File: src/rtl/paq_pkg.sv
// Package for the PIE queue manager: sizes, constants, codes and payload types.
// Used by paq_cfg, paq_front, paq_back and pie_aqm_queue; depends on nothing.
package paq_pkg;

    // Descriptor store geometry
    localparam int QUEUE_DEPTH = 1024;
    localparam int TAG_BITS    = 16;
    localparam int IDX_W       = $clog2(QUEUE_DEPTH);
    localparam int FILL_W      = $clog2(QUEUE_DEPTH + 1);
    localparam int ENTRY_W     = TAG_BITS + 32;

    // Probability constants, Q1.31
    localparam logic [31:0] PROB_ONE       = 32'h8000_0000;
    localparam logic [31:0] PROB_POINT_TWO = 32'd429496730;

    // floor(2^37 / 50) for the 0.98 decay
    localparam logic [63:0] RECIP_50    = 64'd2748779069;
    localparam int          RECIP_SHIFT = 37;

    // Config port
    localparam int CFG_ADDR_W = 5;

    typedef enum logic [2:0] {
        REG_ECN_ENABLE   = 3'd0,
        REG_QDELAY_REF   = 3'd1,
        REG_MAX_BURST    = 3'd2,
        REG_BUFFER_LIMIT = 3'd3,
        REG_ALPHA_GAIN   = 3'd4,
        REG_BETA_GAIN    = 3'd5,
        REG_UPDATE_INTV  = 3'd6,
        REG_MARK_THRESH  = 3'd7
    } cfg_index_t;

    typedef enum logic [2:0] {
        ST_ENQUEUED  = 3'd0,
        ST_MARKED    = 3'd1,
        ST_EARLY_DROP = 3'd2,
        ST_FULL_DROP = 3'd3,
        ST_DEQUEUED  = 3'd4,
        ST_EMPTY     = 3'd5,
        ST_UPDATED   = 3'd6
    } status_t;

    // Input mode codes
    localparam logic [1:0] MODE_ARRIVAL = 2'd0;
    localparam logic [1:0] MODE_DEQUEUE = 2'd1;
    localparam logic [1:0] MODE_TICK    = 2'd2;

    typedef enum logic [1:0] {
        OP_ARRIVAL,
        OP_DEQUEUE,
        OP_TICK
    } op_t;

    typedef enum logic [2:0] {
        BK_IDLE,
        BK_DQ_DATA,
        BK_TK_MA,
        BK_TK_MB,
        BK_TK_SUM,
        BK_TK_ADD,
        BK_TK_DEC1,
        BK_TK_DEC2
    } back_state_t;

    typedef struct packed {
        logic        ecn_enable;
        logic [15:0] qdelay_ref_ms;
        logic [15:0] max_burst_ms;
        logic [10:0] buffer_limit;
        logic [30:0] alpha_gain;
        logic [30:0] beta_gain;
        logic [9:0]  update_interval_ms;
        logic [31:0] mark_threshold;
    } cfg_t;

    typedef struct packed {
        logic [1:0]  mode;
        logic [31:0] now_ms;
        logic [15:0] packet_tag;
        logic [1:0]  ecn_in;
        logic [30:0] random_value;
    } cmd_t;

    typedef struct packed {
        status_t     status;
        logic [15:0] tag_out;
        logic [1:0]  ecn_out;
        logic [15:0] queue_delay_ms;
        logic [31:0] drop_probability;
        logic [15:0] burst_left_ms;
        logic [10:0] fill_level;
    } result_t;

    // Classified command held between front and back
    typedef struct packed {
        op_t         op;
        logic [31:0] now_ms;
        logic [15:0] packet_tag;
        logic [1:0]  ecn_in;
        logic [30:0] random_value;
    } work_t;

    // Right shift applied to the PI correction, by probability range
    function automatic logic [3:0] scale_shift(input logic [31:0] prob);
        logic [3:0] s;
        if (prob < 32'd2148)
            s = 4'd11;
        else if (prob < 32'd21475)
            s = 4'd9;
        else if (prob < 32'd214749)
            s = 4'd7;
        else if (prob < 32'd2147484)
            s = 4'd5;
        else if (prob < 32'd21474837)
            s = 4'd3;
        else if (prob < 32'd214748365)
            s = 4'd1;
        else
            s = 4'd0;
        return s;
    endfunction

endpackage

File: src/rtl/paq_cfg.sv
// APB-style configuration registers of the PIE queue manager.
// Depends on paq_pkg.
module paq_cfg (
    input  logic                            clk,
    input  logic                            rst_n,
    input  logic                            psel,
    input  logic                            penable,
    input  logic                            pwrite,
    input  logic [paq_pkg::CFG_ADDR_W-1:0]  paddr,
    input  logic [31:0]                     pwdata,
    output logic [31:0]                     prdata,
    output logic                            pready,
    output paq_pkg::cfg_t                   cfg
);
    import paq_pkg::*;

    cfg_t       cfg_reg;
    cfg_index_t idx;
    logic       wr_en;

    assign idx    = cfg_index_t'(paddr[4:2]);
    assign wr_en  = psel && penable && pwrite;
    assign pready = 1'b1;
    assign cfg    = cfg_reg;

    // Register writes
    always_ff @(posedge clk or negedge rst_n)
    begin
        if (!rst_n)
        begin
            cfg_reg.ecn_enable         <= 1'b0;
            cfg_reg.qdelay_ref_ms      <= 16'd15;
            cfg_reg.max_burst_ms       <= 16'd150;
            cfg_reg.buffer_limit       <= 11'd1024;
            cfg_reg.alpha_gain         <= 31'd268435;
            cfg_reg.beta_gain          <= 31'd2684355;
            cfg_reg.update_interval_ms <= 10'd15;
            cfg_reg.mark_threshold     <= 32'd214748365;
        end
        else if (wr_en)
        begin
            unique case (idx)
                REG_ECN_ENABLE:   cfg_reg.ecn_enable         <= pwdata[0];
                REG_QDELAY_REF:   cfg_reg.qdelay_ref_ms      <= pwdata[15:0];
                REG_MAX_BURST:    cfg_reg.max_burst_ms       <= pwdata[15:0];
                REG_BUFFER_LIMIT: cfg_reg.buffer_limit       <= pwdata[10:0];
                REG_ALPHA_GAIN:   cfg_reg.alpha_gain         <= pwdata[30:0];
                REG_BETA_GAIN:    cfg_reg.beta_gain          <= pwdata[30:0];
                REG_UPDATE_INTV:  cfg_reg.update_interval_ms <= pwdata[9:0];
                REG_MARK_THRESH:  cfg_reg.mark_threshold     <= pwdata;
            endcase
        end
    end

    // Read mux
    always_comb
    begin
        unique case (idx)
            REG_ECN_ENABLE:   prdata = {31'd0, cfg_reg.ecn_enable};
            REG_QDELAY_REF:   prdata = {16'd0, cfg_reg.qdelay_ref_ms};
            REG_MAX_BURST:    prdata = {16'd0, cfg_reg.max_burst_ms};
            REG_BUFFER_LIMIT: prdata = {21'd0, cfg_reg.buffer_limit};
            REG_ALPHA_GAIN:   prdata = {1'b0, cfg_reg.alpha_gain};
            REG_BETA_GAIN:    prdata = {1'b0, cfg_reg.beta_gain};
            REG_UPDATE_INTV:  prdata = {22'd0, cfg_reg.update_interval_ms};
            REG_MARK_THRESH:  prdata = cfg_reg.mark_threshold;
        endcase
    end

endmodule

File: config.mk
export PLATFORM = sky130hd
export DESIGN_NAME = paq_cfg
export DESIGN_NICKNAME = d
export VERILOG_FILES = /design/src/rtl/paq_pkg.sv /design/src/rtl/paq_cfg.sv
export SDC_FILE = /design/constraint.sdc
export NUM_CORES = 1
export LEC_CHECK = 0
export BUFFER_PORTS_ARGS = -buffer_cell sky130_fd_sc_hd__buf_2
export CORE_MARGIN = 4
export CORE_UTILIZATION = 51
export DETAILED_ROUTE_END_ITERATION = 16
export GPL_ROUTABILITY_DRIVEN = 1
export PLACE_DENSITY = 0.86
export SETUP_SLACK_MARGIN = 0.15
export SLEW_MARGIN = 20
export SYNTH_ARGS = -nofsm -noshare
export SYNTH_HDL_FRONTEND = slang
export SYNTH_SLANG_ARGS = --single-unit
File: constraint.sdc
create_clock -name clk -period 1.4 [get_ports clk]
set_input_delay 0.14 -clock clk [delete_from_list [all_inputs] [get_ports clk]]
set_output_delay 0.14 -clock clk [all_outputs]
set_load 0.02 [all_outputs]
Yosys cells after proc, flatten, opt, wreduce, memory -nomap -nowiden. Index checks and enable logic that the tools add are counted. W data, S select, Z words.

Muxes and demuxes: 1. Reductions and logical operators: 11. Equal/unequal tests: 7.

Operators with widths (count): $pmux W32 S8 (1); $reduce_and A2 Y1 (8); $eq A3 B3 Y1 const B (4); $eq A3 B2 Y1 const B (2); $eq A3 B1 Y1 const B (1); $logic_not A3 Y1 (1); $logic_and A1 B1 Y1 (2).

Word-level logic and storage cells: 27. Register bits: 148. Input bits: 42. Output and inout port bits: 181.

Depth between registers and ports, before layout.
Depth after elaboration: 3. Gate-level depth with buffers: 6. Mapped depth without buffers: 3.

Worst setup path before layout. No wires, ideal clock.

Kind: input -> output. From: input port paddr[4] (netlist bit). To: output port prdata[16]. Stages on the path: 5. Setup slack: -0.044 ns. Required time: 1.260 ns. Arrival: 1.304 ns. Path buffers: 3. Path through: buf_2 buf_2 clkinv_1 buf_1 a21oi_1.

Cells in the longest elaborated chain, start to end: 2. Elaborated cells on any way between the ends: 9. Classes of those cells: eq/ne: 7; mux: 1; reduce/logical: 1.

Ends and longest elaborated chain: start, declared (RTL line paq_cfg.sv:9) `input logic [paq_pkg::CFG_ADDR_W-1:0] paddr,`; $eq A3 B3 Y1, or another cell as far along (RTL line paq_cfg.sv:58) `unique case (idx)`; $pmux W32 S8 (*) (RTL line paq_cfg.sv:58); end, declared (RTL line paq_cfg.sv:11) `output logic [31:0] prdata,`.

Mark *: on every way between the ends. The rest lies on a longest branch, timed or not.

Worst setup path after layout.
From: register cfg_reg (netlist bit cfg[34]). To: output port prdata[2].

Cells in the longest elaborated chain, start to end: 1.

Ends and longest elaborated chain: start, declared (RTL line paq_cfg.sv:17) `cfg_t cfg_reg;`; $pmux W32 S8 (RTL line paq_cfg.sv:58).

No other way between the ends.

==> impl_metrics.json <==
{
  "switching_share": 0.332,
  "holdCritPathClass": "in2reg",
  "irDropWorstVdd_uv": 896,
  "finalPower_mw": 17.4,
  "drive_gt1_frac": 0.785,
  "worstHoldStart": "pwdata[12]",
  "comb_power_share": 0.367,
  "top_layer": "met5",
  "post-dp-hpwl_um": 15000,
  "insertion_delay_ps": 420,
  "h-tree-depth": 4,
  "start_util": 0.520,
  "yosysMostFrequentCell": "mux2_2",
  "dieArea_sq_um": 15400,
  "routed_wl_um": 27600,
  "hold_path_depth": 2,
  "worstMarginPinSlew_ps": 496,
  "rr_worst_depth": 4,
  "violations": "setup timing",
  "grt_pass1_wl_um": 36400,
  "status": "finished with violations",
  "synth-simple-area-share": 0.0487,
  "die_x_um": 124,
  "yosys_warnings": 0,
  "syn_nets": 538,
  "clkPwrFrac": 0.279,
  "dp_slack_ps": -278,
  "synth_xor_area_frac": 0,
  "slew_headroom": 0.668,
  "syn_area_per_cell_sq_um": 13.8,
  "ys_async_sr_fraction": 1.00,
  "port_buffers": 219,
  "wl_per_cell_um": 26.7,
  "synth_compound_area_frac": 0.0595,
  "grt_usage": 0.320,
  "internal-power_mw": 11.6,
  "wl_met2_um": 14100,
  "slew_violations": 0,
  "largest_reg_flops": 148,
  "grt_overflow": 0,
  "rsz0062_at_grt": "true",
  "drtAntennaViolNets": 0,
  "via_per_inst": 6.01,
  "p_leak_nw": 5.29,
  "synthFlopType": "dfrtp_1",
  "coreArea_sq_um": 13200,
  "clockBufferDepth": 2,
  "nets": 884,
  "synth.largest_area_cell": "dfrtp_1",
  "start_kind": "flop",
  "yosys-top-cells-count": "mux2_2, dfrtp_1, dfstp_2, nand2_1",
  "r2r-start": "cfg[53]",
  "arrival_ps": 1670,
  "place.gp.congestion": 0.888,
  "ys_types": 33,
  "fin_crit_sh": 1.29,
  "syn_inst": 496,
  "synthTopCellsByArea": "dfrtp_1, mux2_2, dfstp_2",
  "fmax_mhz": 554,
  "synth_top_family_by_area": "multiplexers",
  "cts_tree": "done",
  "firstDrtPassIters": 5,
  "synth_top_area_frac": 0.368,
  "p_seq_frac": 0.355,
  "cts_buffers": 17,
  "wl_met3_um": 1800,
  "seq_area_frac_synth": 0.548,
  "wl_met1_um": 9850,
  "synth_edf_count": 0,
  "cts_sinks": 148,
  "switchingPower_mw": 5.78,
  "critPathCaptureType": "output port",
  "grt_max_degree": 46,
  "clkTransAtPathRegs_ps": 60,
  "crit_fanout": 2,
  "area_delta_synth_final_pct": 64.2,
  "syn-cell-area_sq_um": 6860,
  "ioPinCount": 223,
  "first_global_vias": 6498,
  "postLayoutSetupSlackWorst_ps": -406,
  "synth_seq_cells": 148,
  "path_class": "reg2out",
  "die_height_um": 124,
  "worst_hold_slack_ps": 25.4,
  "final-setup-viol-count": 33,
  "vias": 6211,
  "fin_skew_ps": 0,
  "cts_root_buf": "clkbuf_16",
  "reg2reg_to": "cfg[53]",
  "antenna_found_initial": 3,
  "fill_cells": 568,
  "drcViolationCount": 0,
  "first_iter_violations": 323,
  "rows": 42,
  "min_period_ps": 1810,
  "pwr_density_cell_nw_per_um2": 1550,
  "maxCapViolCount": 0,
  "regToRegSetupSlack_ps": 270,
  "crit_required_ps": 1260,
  "hold_viol": 0,
  "synth_mux_area_frac": 0.313,
  "synth_fa_ha_area_frac": 0,
  "holdPathEnd": "cfg[54]"
}
## critical path: stages (launching register included)
cell and delay, ps:
dfstp_2 380, mux2_4 300, a221oi_4 310, o22ai_2 110
buf_6 150
## timing repair
| item | in CTS | in global routing |
|---|---|---|
| setup endpoints to repair | 78 | 117 |
| pin swaps | 33 | 11 |
| gates resized for setup | 215 | 125 |
| hold buffers | 17 | 0 |
| hold endpoints to repair | 149 | 0 |
| gates cloned | 0 | 1 |
| buffers inserted | 53 | 24 |
## metal layers
layer / vias to the layer above / track usage
met2: 388 / 0.543
met3: 148 / 0.0686
met1: 3154 / 0.371
met5: - / 0
li1: 2519 / -
met4: 2 / 0.193
## cells by family (layout without fill, tap and decap cells)
| logic type | count (synthesis) | after routing |
|---|---|---|
| buf+inv | 35 | 394 |
| other cells | 1 | 4 |
| mux | 188 | 188 |
| simple gates | 66 | 66 |
| flops | 148 | 148 |
| compound gates | 58 | 58 |
## layout make-up
type,instances,area [sq um],area share
sequential,148,3760,0.334
multi-input combinational,313,3460,0.307
timing repair buffer,359,3170,0.282
clock buffer,25,505,0.0449
tap,176,220,0.0195
clock inverter,7,119,0.0106
inverter,3,15.0,0.00133
antenna,3,7.51,0.000666
## stage by stage
step / cells / area [sq um] / util / setup TNS [ps]
final: 1034 / 11300 / 0.854 / -6860
after global routing: 1033 / 11300 / 0.854 / -7910
after CTS: 1008 / 10700 / 0.809 / -6060
after detailed placement: 906 / 8760 / 0.664 / -23180
after global placement: 906 / 8760 / 0.664 / -17590
after floorplan: 496 / 7170 / - / 0
## how the worst max path moves through the flow
stage          startpoint         end  slack, ps  cells past startpoint
3_5_place_dp     paddr[3]    cfg[113]       -280                      6
5_1_grt            cfg[2]   prdata[2]       -440                      4
2_1_floorplan    paddr[4]     cfg[53]        110                      5
4_1_cts           cfg[13]  prdata[13]       -370                      4
6_report          cfg[34]   prdata[2]       -410                      4
3_3_place_gp     paddr[2]     cfg[51]       -180                      6
## power by group through the flow
stage,registers (mW),logic (mW),clock network (mW)
floorplan,6.98,1.61,0
global placement,6.02,4.11,0
detailed placement,6.08,4.25,0
CTS,6.02,5.52,4.81
global route,6.23,6.65,5.05
finish,6.17,6.39,4.85
## layout by cell type (no fill, tap or decap), types with 2 or more instances in the layout
master	netlist	routed
a21oi_4	0	9
mux2_4	0	28
dfstp_2	47	47
a21oi_2	0	10
mux4_2	3	3
clkinvlp_4	0	2
dlygate4sd3_1	0	17
nand2_1	40	21
a221oi_4	0	3
mux2_2	167	140
a22oi_2	0	11
nor2_2	2	2
nand2_2	1	12
buf_6	1	149
o22ai_2	0	2
nor2_1	8	4
clkbuf_16	0	17
clkbuf_8	0	5
dfrtp_2	0	2
buf_4	13	75
nor2_4	2	6
o221ai_2	0	6
clkbuf_4	0	2
nand2_4	0	8
mux2_1	17	16
diode_2	0	3
buf_2	12	105
clkbuf_1	5	3
a221oi_1	11	7
dfrtp_1	101	99
buf_12	0	11
a22oi_1	19	8
nor2b_1	5	3
bufinv_16	0	3
nor2b_2	0	2
clkinv_2	0	2
Note: power is estimated with default switching activity, not from simulation.
