==> src/rtl/paq_pkg.sv <==
// Package for the PIE queue manager: sizes, constants, codes and payload types.
// Used by paq_cfg, paq_front, paq_back and pie_aqm_queue; depends on nothing.
package paq_pkg;

    // Descriptor store geometry
    localparam int QUEUE_DEPTH = 1024;
    localparam int TAG_BITS    = 16;
    localparam int IDX_W       = $clog2(QUEUE_DEPTH);
    localparam int FILL_W      = $clog2(QUEUE_DEPTH + 1);
    localparam int ENTRY_W     = TAG_BITS + 32;

    // Probability constants, Q1.31
    localparam logic [31:0] PROB_ONE       = 32'h8000_0000;
    localparam logic [31:0] PROB_POINT_TWO = 32'd429496730;

    // floor(2^37 / 50) for the 0.98 decay
    localparam logic [63:0] RECIP_50    = 64'd2748779069;
    localparam int          RECIP_SHIFT = 37;

    // Config port
    localparam int CFG_ADDR_W = 5;

    typedef enum logic [2:0] {
        REG_ECN_ENABLE   = 3'd0,
        REG_QDELAY_REF   = 3'd1,
        REG_MAX_BURST    = 3'd2,
        REG_BUFFER_LIMIT = 3'd3,
        REG_ALPHA_GAIN   = 3'd4,
        REG_BETA_GAIN    = 3'd5,
        REG_UPDATE_INTV  = 3'd6,
        REG_MARK_THRESH  = 3'd7
    } cfg_index_t;

    typedef enum logic [2:0] {
        ST_ENQUEUED  = 3'd0,
        ST_MARKED    = 3'd1,
        ST_EARLY_DROP = 3'd2,
        ST_FULL_DROP = 3'd3,
        ST_DEQUEUED  = 3'd4,
        ST_EMPTY     = 3'd5,
        ST_UPDATED   = 3'd6
    } status_t;

    // Input mode codes
    localparam logic [1:0] MODE_ARRIVAL = 2'd0;
    localparam logic [1:0] MODE_DEQUEUE = 2'd1;
    localparam logic [1:0] MODE_TICK    = 2'd2;

    typedef enum logic [1:0] {
        OP_ARRIVAL,
        OP_DEQUEUE,
        OP_TICK
    } op_t;

    typedef enum logic [2:0] {
        BK_IDLE,
        BK_DQ_DATA,
        BK_TK_MA,
        BK_TK_MB,
        BK_TK_SUM,
        BK_TK_ADD,
        BK_TK_DEC1,
        BK_TK_DEC2
    } back_state_t;

    typedef struct packed {
        logic        ecn_enable;
        logic [15:0] qdelay_ref_ms;
        logic [15:0] max_burst_ms;
        logic [10:0] buffer_limit;
        logic [30:0] alpha_gain;
        logic [30:0] beta_gain;
        logic [9:0]  update_interval_ms;
        logic [31:0] mark_threshold;
    } cfg_t;

    typedef struct packed {
        logic [1:0]  mode;
        logic [31:0] now_ms;
        logic [15:0] packet_tag;
        logic [1:0]  ecn_in;
        logic [30:0] random_value;
    } cmd_t;

    typedef struct packed {
        status_t     status;
        logic [15:0] tag_out;
        logic [1:0]  ecn_out;
        logic [15:0] queue_delay_ms;
        logic [31:0] drop_probability;
        logic [15:0] burst_left_ms;
        logic [10:0] fill_level;
    } result_t;

    // Classified command held between front and back
    typedef struct packed {
        op_t         op;
        logic [31:0] now_ms;
        logic [15:0] packet_tag;
        logic [1:0]  ecn_in;
        logic [30:0] random_value;
    } work_t;

    // Right shift applied to the PI correction, by probability range
    function automatic logic [3:0] scale_shift(input logic [31:0] prob);
        logic [3:0] s;
        if (prob < 32'd2148)
            s = 4'd11;
        else if (prob < 32'd21475)
            s = 4'd9;
        else if (prob < 32'd214749)
            s = 4'd7;
        else if (prob < 32'd2147484)
            s = 4'd5;
        else if (prob < 32'd21474837)
            s = 4'd3;
        else if (prob < 32'd214748365)
            s = 4'd1;
        else
            s = 4'd0;
        return s;
    endfunction

endpackage

==> src/rtl/paq_front.sv <==
// Front end: accepts commands, classifies the mode and queues them two deep.
// Depends on paq_pkg.
module paq_front (
    input  logic            clk,
    input  logic            rst_n,
    input  logic            push,
    output logic            full,
    input  paq_pkg::cmd_t   cmd,
    output logic            work_valid,
    output paq_pkg::work_t  work,
    input  logic            work_pop
);
    import paq_pkg::*;

    work_t      slot_reg [2];
    logic       wr_ptr_reg, wr_ptr_next;
    logic       rd_ptr_reg, rd_ptr_next;
    logic [1:0] count_reg, count_next;
    logic       known;
    logic       do_wr;
    logic       do_rd;
    work_t      incoming;

    // Classify the mode; the unused code is taken and discarded
    always_comb
    begin
        incoming.now_ms       = cmd.now_ms;
        incoming.packet_tag   = cmd.packet_tag;
        incoming.ecn_in       = cmd.ecn_in;
        incoming.random_value = cmd.random_value;
        known                 = 1'b1;
        unique case (cmd.mode)
            MODE_ARRIVAL: incoming.op = OP_ARRIVAL;
            MODE_DEQUEUE: incoming.op = OP_DEQUEUE;
            MODE_TICK:    incoming.op = OP_TICK;
            default:
            begin
                incoming.op = OP_TICK;
                known       = 1'b0;
            end
        endcase
    end

    assign full       = (count_reg == 2'd2);
    assign work_valid = (count_reg != 2'd0);
    assign work       = slot_reg[rd_ptr_reg];
    assign do_wr      = push && !full && known;
    assign do_rd      = work_pop && work_valid;

    always_comb
    begin
        wr_ptr_next = do_wr ? !wr_ptr_reg : wr_ptr_reg;
        rd_ptr_next = do_rd ? !rd_ptr_reg : rd_ptr_reg;
        count_next  = count_reg + 2'(do_wr) - 2'(do_rd);
    end

    always_ff @(posedge clk or negedge rst_n)
    begin
        if (!rst_n)
        begin
            wr_ptr_reg <= 1'b0;
            rd_ptr_reg <= 1'b0;
            count_reg  <= 2'd0;
        end
        else
        begin
            wr_ptr_reg <= wr_ptr_next;
            rd_ptr_reg <= rd_ptr_next;
            count_reg  <= count_next;
        end
    end

    // Payload slots
    always_ff @(posedge clk)
    begin
        if (do_wr)
        begin
            slot_reg[wr_ptr_reg] <= incoming;
        end
    end

endmodule

==> config.mk <==
export PLATFORM = sky130hd
export DESIGN_NAME = paq_front
export DESIGN_NICKNAME = d
export VERILOG_FILES = /design/src/rtl/paq_pkg.sv /design/src/rtl/paq_front.sv
export SDC_FILE = /design/constraint.sdc
export NUM_CORES = 1
export LEC_CHECK = 0
export BUFFER_PORTS_ARGS = -buffer_cell sky130_fd_sc_hd__clkbuf_2
export CAP_MARGIN = 20
export CORE_ASPECT_RATIO = 0.9
export CORE_MARGIN = 5
export CORE_UTILIZATION = 58
export CTS_BUF_LIST = sky130_fd_sc_hd__clkbuf_4 sky130_fd_sc_hd__clkbuf_8
export CTS_CLUSTER_DIAMETER = 100
export DETAILED_ROUTE_END_ITERATION = 12
export PLACE_DENSITY = 0.87
export SLEW_MARGIN = 0
export SYNTH_ARGS = -nofsm -noshare
export SYNTH_HDL_FRONTEND = slang
export SYNTH_SLANG_ARGS = --single-unit
==> constraint.sdc <==
create_clock -name clk -period 12.9 [get_ports clk]
set_clock_uncertainty 0.1 [all_clocks]
set_input_delay 3.87 -clock clk [delete_from_list [all_inputs] [get_ports clk]]
set_output_delay 3.87 -clock clk [all_outputs]
set_load 0.05 [all_outputs]
* Word-level counts from Yosys, hierarchy flattened
Memories as Yosys holds them, arrays and structs flattened. Cells that the tools add are included. Widths: inputs -> output; s select.
Word-level totals: memories 1, word-level logic and storage cells 22, register bits after elaboration 4, input bits 87, bits in writable memories 166, output and inout port bits 85
Cells by class: $add $sub $neg 2, reductions and logical operators 9, equal/unequal tests 3, muxes and demuxes 4
Memory list:
- slot_reg | depth 2, bits a word 83, rd ports 1, clocked after Yosys merged registers in 0, write ports 1, line paq_front.sv:15 | work_t slot_reg [2];
Operator list (count):
- $eq 2x2->1 const B | 2
- $pmux 2 s2 | 1
- $logic_and 1x1->1 | 3
- $logic_not 1->1 | 3
- $mux 1 | 3
- $reduce_or 3->1 | 1
- $add 2x1->2 | 1
- $eq 2x1->1 const B | 1
- $logic_not 2->1 | 1
- $reduce_bool 2->1 | 1
- $sub 2x1->2 | 1

* Longest topological paths before layout
Gate-level depths: netlist (run 1).
depth after elaboration 6, gate-level depth with buffers 7, gate-level depth less buffers 7

* Least setup slack after synthesis (run 1)
No wires, ideal clock.
kind input to register, start point input port cmd[81] (netlist name), end point memory slot_reg[0][0] (netlist name), enable pin, data arrival time 7.531 ns, path slack 4.744 ns, cell stages on the path 3, setup time 0.525 ns, buffers on the path 0, data required time 12.275 ns, path through nand2_1 -> nand3b_4 -> nor2_1
Between the ends: cells in the longest elaborated chain, start to end 6, elaborated cells between the ends (all ways) 8, classes of those cells eq/ne (2); mux (3); reduce/logical (3)
Ends and longest elaborated chain:
- start: declaration | line paq_front.sv:8 | input paq_pkg::cmd_t cmd,
- $eq 2x1->1 (tied with other cells) | line paq_front.sv:32 | unique case (cmd.mode)
- $reduce_or 3->1 (no source line) (*)
- $mux 1 (*) | line paq_front.sv:32
- $logic_and 1x1->1 (*) | line paq_front.sv:47 | assign do_wr = push && !full && known;
- $mux 1 (*) | line paq_front.sv:76 | if (do_wr)
- $mux 1 (implied by the code) (*) | line paq_front.sv:78 | slot_reg[wr_ptr_reg] <= incoming;
- end: declaration | line paq_front.sv:15
Every way passes the cells marked *; elsewhere a longest branch is shown, timed or not.

==> metrics.yaml, run 1 <==
layout:
  regArea_um2: 5090
  fin_util_pct: 72.5
  multi_input_area_um2: 1290
  mostFrequentLayoutCell: "clkbuf_2"
  fillers: 667
  antenna_cells: 0
  layoutNonFillerInstCount: 629
  finish.net_count: 553
  final_cell_mix: "clkbuf_2, edfxtp_1, mux2_4"
  stdcell_area_um2: 7870
  syn_to_final_growth_pct: 21.8
  drive_gt1_share_pct: 61.4
  largest_reg_flops: 166
pwr:
  combPwrFrac_pct: 42.3
  p_leak_nw: 3.17
  switching_share_pct: 40.6
  intPower_mw: 1.17
  p_sw_mw: 0.800
  ir_drop_mv: 0.171
  seq_power_share_pct: 40.1
  p_clk_share_pct: 17.6
  p_per_area_nw_per_um2: 250
clock_tree:
  cts_hold_buf: 0
  postCtsResizedCells: 0
  clk_latency_ns: 0.44
  clkSinkCount: 170
  h-tree-depth: 4
  cts_made_buffers: 17
  root_buffer: "clkbuf_8"
  clk_pin_slew_worst_paths_ns: 0.08
  post-cts-setup-buffers: 0
  cts_tree: "yes"
  ctsLongestPathBuffers: 2
timing:
  hold_violations: 0
  relSlewSlack_pct: 40.0
  fmax_ghz: 0.149
  rsz0062_at_grt: "false"
  drv_slew: 0
  setup_tns_ns: 0
  hold_ws_ns: 0.409
  fin_crit_sh_pct: 52.0
  worstMarginPinSlew_ns: 0.899
  setup_viol: 0
  period_needed_ns: 6.71
worst_setup_path:
  crit_required_ns: 8.93
  r2r_start: "count_reg[1]"
  worstPathArrival_ns: 2.74
  crit_fanout: 49
  endpoint_kind: "primary output"
  startpoint: "rd_ptr_reg"
  critPathLaunchType: "register"
  regToRegEndpoint: "slot_reg[0][38]"
  crit_type: "reg2out"
  reg2regPathDepth: 5
  rrSetupSlack_ns: 10.82
die:
  rows: 36
  die_x_um: 121
  die_h_um: 110
  die-area_um2: 13400
  core_area_um2: 10900
  initial_core_util_pct: 59.5
  pin_count: 172
placed_design:
  dpl_cell_area_um2: 7460
  dp_hpwl_um: 7570
  gp_congestion: 0.719
  dp_cells: 595
  port_buffers: 171
run:
  cap_violations: 0
synth:
  syn_area_per_cell_um2: 23.2
  synth_cells: 279
  ys_ff_latch: 170
  yosys-top-cells-area: "edfxtp_1, mux2_4, mux2_2"
  synth_top_area_cell: "edfxtp_1"
  synth.top_cell.area_share_pct: 77.1
  syn-num-nets: 368
  yosysSeqAreaShare_pct: 78.7
  synth_cell_types: 17
  netlist_area_um2: 6460
  ys.warnings.count: 0
routing:
  vias: 3159
  drtPass1Iterations: 5
  routed_wl_um: 11300
  wl_per_cell_um: 17.9
  vias_per_cell: 5.02
  drt_iter0_markers: 188
  antenna_left: 0
  drc: 0
grt:
  grt_pass1_vias: 3382
  track_usage_pct: 17.2
  grt_use_met3_pct: 7.45
  met1_usage_pct: 20.7
  grt_busiest_layer: "met2"
  grt_max_degree: 84
  grtUsageMet2_pct: 28.7
  grt_pass1_wl_um: 16900
  overflow: 0
  antenna_found_initial: 0
outcome:
  status: "completed"
min_path:
  hold_path_depth: 1
  min_from: "count_reg[1]"
  min_path_type: "reg2reg"
  whs_endpoint: "count_reg[1]"
==> per-layer routing <==
metal | part of all wire, % | routed length (um)
met4 | 0.98 | 110
met2 | 49 | 5540
met3 | 8.0 | 907
met1 | 42 | 4710
met5 | 0 | 0
==> power groups by stage <==
stage	Combinational [mW]	Clock, mW	Sequential, mW
after floorplan	0.727	0	0.766
after global placement	0.821	0	0.800
after detailed placement	0.832	0	0.808
after CTS	0.833	0.356	0.795
after global routing	0.869	0.383	0.801
final	0.833	0.347	0.790
==> cell type report <==
cell class	instances	area share (%)
Timing Repair Buffer	176	11.8
Multi-Input combinational cell	97	16.4
Clock inverter	11	1.32
Tap cell	152	2.42
Inverter	2	0.0953
Sequential cell	170	64.6
Clock buffer	21	3.35
==> metrics by stage <==
stage | setup WS (ns) | total power, mW
after floorplan | 4.74 | 1.49
after global placement | 6.65 | 1.62
after detailed placement | 6.61 | 1.64
after CTS | 6.10 | 1.98
after global routing | 5.99 | 2.05
final | 6.19 | 1.97
==> worst max-delay path, cell delays in order (launching register included) <==
cell	delay, ns
dfrtp_4	0.99
buf_4	0.62
mux2_2	0.41
clkbuf_2	0.24
==> cells by family (layout without fill, tap and decap cells) <==
logic type               count (synthesis)  count (layout)  synth area share (%)
buffers and inverters                   12             210                  1.55
multiplexers                            83              83                  17.9
adder cells (fa/ha/maj)                  2               2                 0.387
flip-flops                             170             170                  78.7
XOR/XNOR                                 4               4                 0.542
AND/OR/NAND/NOR                          8               8                 0.910
==> how the worst max path moves through the flow <==
stage	cells after the start	slack, ns	end
after floorplan	3	4.74	slot_reg[0][0]
after global placement	3	6.65	work[80]
after detailed placement	3	6.61	work[77]
after CTS	3	6.10	work[77]
after global routing	3	5.99	work[75]
final	3	6.19	work[81]
==> cell usage after synthesis <==
cell	n
dfrtp_1	4
xor2_1	1
buf_6	7
clkbuf_1	1
ha_1	2
or2_2	1
mux2_4	60
xnor2_1	3
edfxtp_1	166
mux2_2	23
nand2_1	1
buf_2	2
and2_4	1
nor2_1	2
inv_1	2
nand3b_4	1
nor2b_1	2
No activity file was read; power rests on OpenSTA's default activity.
==> run 2, diff against run 1 <==
--- a/config.mk
+++ b/config.mk
@@ -9,11 +9,11 @@
 export CAP_MARGIN = 20
 export CORE_ASPECT_RATIO = 0.9
 export CORE_MARGIN = 5
-export CORE_UTILIZATION = 58
+export CORE_UTILIZATION = 49
 export CTS_BUF_LIST = sky130_fd_sc_hd__clkbuf_4 sky130_fd_sc_hd__clkbuf_8
 export CTS_CLUSTER_DIAMETER = 100
 export DETAILED_ROUTE_END_ITERATION = 12
-export PLACE_DENSITY = 0.87
+export PLACE_DENSITY = 0.78
 export SLEW_MARGIN = 0
 export SYNTH_ARGS = -nofsm -noshare
 export SYNTH_HDL_FRONTEND = slang
==> constraint.sdc (replaced) <==
create_clock -name clk -period 5.6 [get_ports clk]
set_clock_uncertainty 0.1 [all_clocks]
set_input_delay 1.68 -clock clk [delete_from_list [all_inputs] [get_ports clk]]
set_output_delay 1.68 -clock clk [all_outputs]
set_load 0.05 [all_outputs]
==> run 2 against run 1 <==
Effect of this change: sequential share of layout area decreased by 0.092 points; combinational power rose by 130%; largest power group unchanged; worst setup slack got worse by 4.8 ns; design area increased by 0.14%; clock power increased by 140%; critical endpoint is now work[74]; critical path depth unchanged.
==> metrics.yaml, run 2 (same netlist as run 1, synthesis figures left out) <==
pwr:
  ir_drop_mv: 0.441  # was 0.171 mV
  power.total_mw: 4.56  # was 1.97 mW
  p_per_area_nw_per_um2: 578  # was 250 nW/um2
  p_leak_nw: 3.16  # was 3.17 nW
placed_design:
  dp_cells: 609  # was 595
  gp_congestion: 0.743  # was 0.719
  dp_slack_ns: 1.89  # was 6.61 ns
  dpl_cell_area_um2: 7500  # was 7460 um2
  dp_hpwl_um: 7930  # was 7570 um
  port_buffers: 171  # unchanged
grt:
  antenna_found_initial: 0  # unchanged
  grt_pass1_vias: 3433  # was 3382
  grt_pass1_wl_um: 17700  # was 16900 um
  track_usage_pct: 15.2  # was 17.2%
  grt_max_degree: 50  # was 84
  overflow: 0  # unchanged
timing:
  worstMarginPinSlew_ns: 0.682  # was 0.899 ns
  rsz0062_at_grt: "false"  # unchanged
  relSlewSlack_pct: 54.6  # was 40.0%
  setup_viol: 0  # unchanged
  fmax_ghz: 0.240
  fin_crit_sh_pct: 74.4
  period_needed_ns: 4.17
  hold_violations: 0  # unchanged
  setup_tns_ns: 0  # unchanged
  drv_slew: 0  # unchanged
  setup_slack_ns: 1.43  # was 6.19 ns
  hold_ws_ns: 0.415  # was 0.409 ns
routing:
  antenna_left: 0  # unchanged
  drtPass1Iterations: 4  # was 5
  wl_per_cell_um: 18.0  # was 17.9 um
  routed_wl_um: 11500  # was 11300 um
  drc: 0  # unchanged
  vias_per_cell: 4.94  # was 5.02
  drt_iter0_markers: 196  # was 188
  vias: 3165  # was 3159
min_path:
  min_from: "count_reg[1]"  # unchanged
  min_path_type: "reg2reg"  # unchanged
  whs_endpoint: "count_reg[1]"  # unchanged
  hold_path_depth: 1  # unchanged
clock_tree:
  post-cts-setup-buffers: 0  # unchanged
  postCtsResizedCells: 0  # unchanged
  clk_latency_ns: 0.45  # was 0.44 ns
  clk_pin_slew_worst_paths_ns: 0.08  # about the same
  clkSinkCount: 170  # unchanged
  cts_hold_buf: 0  # unchanged
  cts_tree: "yes"  # unchanged
  ctsLongestPathBuffers: 2  # unchanged
  root_buffer: "clkbuf_8"  # unchanged
  cts_made_buffers: 17  # unchanged
  h-tree-depth: 4  # unchanged
worst_setup_path:
  crit_type: "reg2out"  # unchanged
  worstPathArrival_ns: 2.39  # was 2.74 ns
  r2r_start: "count_reg[1]"  # unchanged
  crit_fanout: 49  # unchanged
  crit_required_ns: 3.82  # was 8.93 ns
  path_delay_family: "flip-flops"  # unchanged
  worstPathCellList: "buf_12 > mux2_2 > clkbuf_2"  # was buf_4 > mux2_2 > clkbuf_2
  endpoint_kind: "primary output"  # unchanged
  reg2regPathDepth: 7  # was 5
  max_stage_delay_ns: 0.87  # was 0.99 ns
  rrSetupSlack_ns: 3.73  # was 10.82 ns
  cp_num_buf_inv: 2  # unchanged
  critPathLaunchType: "register"  # unchanged
  regToRegEndpoint: "count_reg[1]"  # was slot_reg[0][38]
  cp_slowest_cell: "dfrtp_4"  # unchanged
die:
  die_h_um: 119  # was 110 um
  die-area_um2: 15600  # was 13400 um2
  initial_core_util_pct: 50.4  # was 59.5%
  pin_count: 172  # unchanged
  core_area_um2: 12800  # was 10900 um2
  rows: 39  # was 36
  die_x_um: 131  # was 121 um
layout:
  syn_to_final_growth_pct: 22.0  # was 21.8%
  stdcell_area_um2: 7890  # was 7870 um2
  layoutNonFillerInstCount: 641  # was 629
  largest_reg_flops: 166  # unchanged
  mostFrequentLayoutCell: "clkbuf_2"  # unchanged
  antenna_cells: 0  # unchanged
  finish.net_count: 553  # unchanged
  final_cell_mix: "clkbuf_2, edfxtp_1, mux2_4"  # unchanged
  fin_util_pct: 61.4  # was 72.5%
  drive_gt1_share_pct: 62.1  # was 61.4%
run:
  cap_violations: 0  # unchanged
outcome:
  status: "completed"  # unchanged
[run 2: changes by cell type in the layout (fill, tap and decap cells not counted), sizes merged]
cell and change:
clkbuf -4, inv +2, clkinvlp +3, clkinv -1
[run 2: power breakdown]
group / total [mW] / switching [mW] / internal (mW)
clock: 0.825 / 0.431 / 0.395
combinational: 1.93 / 1.32 / 0.611
sequential: 1.80 / 0.130 / 1.67
total: 4.56 / 1.88 / 2.67
[run 2: worst max path at each step]
stage                           to  startpoint  depth (start not counted)  slack [ns]
floorplan           slot_reg[0][0]     cmd[81]                          3       -0.37
global placement          work[74]  rd_ptr_reg                          3        1.93
detailed placement         work[8]  rd_ptr_reg                          3        1.89
CTS                        work[8]  rd_ptr_reg                          3        1.37
global route               work[8]  rd_ptr_reg                          3        1.31
finish                    work[74]  rd_ptr_reg                          3        1.43
[run 2: final cells by class]
cell class	instances	area [um2]
Timing Repair Buffer	176	906
Clock buffer	17	234
Multi-Input combinational cell	97	1290
Inverter	2	7.51
Clock inverter	15	150
Tap cell	164	205
Fill cell	925	4950
Sequential cell	170	5090
[run 2: worst register-to-register path: stages (launching register included)]
cell and delay, ns:
dfrtp_1 0.41, or2_2 0.33, and2_4 0.17, ha_1 0.26, inv_1 0.04, ha_1 0.17, xnor2_1 0.16, xnor2_1 0.14
[run 2: per-layer routing]
metal	part of all wire, %	track usage, %
met1	39	17.7
met2	51	25.2
met3	9.3	6.85
met4	0.98	5.01
met5	0	0
==> run 3, diff against run 2 <==
--- a/config.mk
+++ b/config.mk
@@ -9,11 +9,11 @@
 export CAP_MARGIN = 20
 export CORE_ASPECT_RATIO = 0.9
 export CORE_MARGIN = 5
-export CORE_UTILIZATION = 49
+export CORE_UTILIZATION = 54
 export CTS_BUF_LIST = sky130_fd_sc_hd__clkbuf_4 sky130_fd_sc_hd__clkbuf_8
 export CTS_CLUSTER_DIAMETER = 100
 export DETAILED_ROUTE_END_ITERATION = 12
-export PLACE_DENSITY = 0.78
+export PLACE_DENSITY = 0.82
 export SLEW_MARGIN = 0
 export SYNTH_ARGS = -nofsm -noshare
 export SYNTH_HDL_FRONTEND = slang
==> constraint.sdc (replaced) <==
create_clock -name clk -period 4.3 [get_ports clk]
set_clock_uncertainty 0.1 [all_clocks]
set_input_delay 1.29 -clock clk [delete_from_list [all_inputs] [get_ports clk]]
set_output_delay 1.29 -clock clk [all_outputs]
set_load 0.05 [all_outputs]
==> run 3 against run 2 <==
Effect of this change: global-route usage rose by 1.1 points; die area fell by 8.5%; wire length fell by 1.5%; critical path depth did not move; non-clock buffer count did not move; utilization rose by 6.8 points; first-iteration DRC count rose by 4.1%; final cell count fell by 1.2%; register-to-register slack got worse by 1.6 ns; critical endpoint is now work[52]; via count rose by 0.38%; worst setup slack got worse by 0.76 ns; design area rose by 0.11%.
==> metrics.yaml, run 3 (same netlist as run 1, synthesis figures left out) <==
outcome:
  status: "completed"  # unchanged
timing:
  hold_violations: 0  # unchanged
  rsz0062_at_grt: "false"  # unchanged
  setup_tns_ns: 0  # unchanged
  fin_crit_sh_pct: 84.4
  hold_ws_ns: 0.409  # was 0.415 ns
  drv_slew: 0  # unchanged
  relSlewSlack_pct: 55.6  # was 54.6%
  setup_viol: 0  # unchanged
  fmax_ghz: 0.276
  worstMarginPinSlew_ns: 0.665  # was 0.682 ns
  period_needed_ns: 3.63
clock_tree:
  ctsLongestPathBuffers: 2  # unchanged
  postCtsResizedCells: 0  # unchanged
  cts_tree: "yes"  # unchanged
  clk_pin_slew_worst_paths_ns: 0.08  # about the same
  post-cts-setup-buffers: 0  # unchanged
  clk_latency_ns: 0.42  # was 0.45 ns
  cts_made_buffers: 17  # unchanged
  root_buffer: "clkbuf_8"  # unchanged
  clkSinkCount: 170  # unchanged
  h-tree-depth: 4  # unchanged
  cts_hold_buf: 0  # unchanged
worst_setup_path:
  endpoint_kind: "primary output"  # unchanged
  rrSetupSlack_ns: 2.16  # was 3.73 ns
  regToRegEndpoint: "slot_reg[1][78]"  # was count_reg[1]
  cp_slowest_cell: "dfrtp_4"  # unchanged
  worstPathCellList: "buf_4 > mux2_4 > clkbuf_2"  # was buf_12 > mux2_2 > clkbuf_2
  crit_path_end: "work[52]"  # was work[74]
  critPathLaunchType: "register"  # unchanged
  max_stage_delay_ns: 0.84  # was 0.87 ns
  crit_fanout: 38  # was 49
  r2r_start: "count_reg[1]"  # unchanged
  crit_required_ns: 2.91  # was 3.82 ns
  crit_type: "reg2out"  # unchanged
  worstPathArrival_ns: 2.24  # was 2.39 ns
  cp.depth: 3  # unchanged
  reg2regPathDepth: 4  # was 7
  path_delay_family: "flip-flops"  # unchanged
  cp_num_buf_inv: 2  # unchanged
  startpoint: "rd_ptr_reg"  # unchanged
placed_design:
  dpl_cell_area_um2: 7520  # was 7500 um2
  gp_congestion: 0.749  # was 0.743
  dp_hpwl_um: 7820  # was 7930 um
  port_buffers: 171  # unchanged
layout:
  fillers: 774  # was 925
  syn_to_final_growth_pct: 22.1  # was 22.0%
  stdcell_area_um2: 7890  # about the same
  drive_gt1_share_pct: 62.1  # unchanged
  finish.net_count: 553  # unchanged
  final_cell_mix: "clkbuf_2, edfxtp_1, mux2_4"  # unchanged
  largest_reg_flops: 166  # unchanged
  antenna_cells: 0  # unchanged
  mostFrequentLayoutCell: "clkbuf_2"  # unchanged
pwr:
  ir_drop_mv: 0.591  # was 0.441 mV
  p_leak_nw: 3.16  # about the same
  p_per_area_nw_per_um2: 751  # was 578 nW/um2
  power.total_mw: 5.93  # was 4.56 mW
die:
  core_area_um2: 11600  # was 12800 um2
  rows: 37  # was 39
  die_x_um: 125  # was 131 um
  initial_core_util_pct: 55.8  # was 50.4%
  die-area_um2: 14300  # was 15600 um2
  die_h_um: 114  # was 119 um
  pin_count: 172  # unchanged
grt:
  grt_max_degree: 68  # was 50
  grt_pass1_vias: 3412  # was 3433
  grt_use_met3_pct: 6.41  # was 6.85%
  grt_busiest_layer: "met2"  # unchanged
  grt_pass1_wl_um: 17800  # was 17700 um
  met1_usage_pct: 19.9  # was 17.7%
  grtUsageMet2_pct: 26.9  # was 25.2%
  overflow: 0  # unchanged
  antenna_found_initial: 0  # unchanged
  track_usage_pct: 16.3  # was 15.2%
routing:
  routed_wl_um: 11400  # was 11500 um
  vias: 3177  # was 3165
  drc: 0  # unchanged
  drtPass1Iterations: 5  # was 4
  drt_iter0_markers: 204  # was 196
  vias_per_cell: 5.02  # was 4.94
  antenna_left: 0  # unchanged
  wl_per_cell_um: 18.0  # about the same
run:
  cap_violations: 0  # unchanged
min_path:
  min_path_type: "reg2reg"  # unchanged
-- run 3: cell types whose count changed in the layout (fill, tap and decap cells not counted), sizes merged --
cell    change
inv         -2
clkbuf      +2
-- run 3: worst min path at each step --
stage,slack [ns],cells after the start,from,end
2_1_floorplan,0.35,1,count_reg[1],count_reg[1]
3_3_place_gp,0.37,1,count_reg[1],count_reg[1]
3_5_place_dp,0.40,1,count_reg[1],count_reg[1]
4_1_cts,0.41,1,count_reg[1],count_reg[1]
5_1_grt,0.44,1,count_reg[1],count_reg[1]
6_report,0.41,1,count_reg[1],count_reg[1]
-- run 3: area by class of cell --
| cell class | instances | area, um2 | share of cell area [%] |
|---|---|---|---|
| multi-input combinational | 97 | 1290 | 16.4 |
| inverter | 2 | 7.51 | 0.0951 |
| clock buffer | 19 | 249 | 3.15 |
| tap | 156 | 195 | 2.47 |
| clock inverter | 13 | 129 | 1.63 |
| timing repair buffer | 176 | 931 | 11.8 |
| sequential | 170 | 5090 | 64.5 |
-- run 3: per-layer routing --
metal / up-vias / share of wire (%) / routed length, um
met2: 138 / 50 / 5660
met4: 0 / 1.6 / 180
met1: 1557 / 40 / 4570
met3: 14 / 8.4 / 954
met5: - / 0 / 0
li1: 1468 / - / -
-- run 3: metrics by stage --
stage | utilization [%] | instances | setup slack (ns)
2_1_floorplan | - | 279 | -1.28
3_3_place_gp | 64.9 | 601 | 1.12
3_5_place_dp | 64.9 | 601 | 1.09
4_1_cts | 68.2 | 633 | 0.586
5_1_grt | 68.2 | 633 | 0.547
6_report | 68.2 | 633 | 0.671
-- run 3: where the power goes --
| group | switching [mW] | internal, mW | total, mW |
|---|---|---|---|
| logic | 1.73 | 0.814 | 2.54 |
| clock network | 0.528 | 0.523 | 1.05 |
| registers | 0.166 | 2.17 | 2.34 |
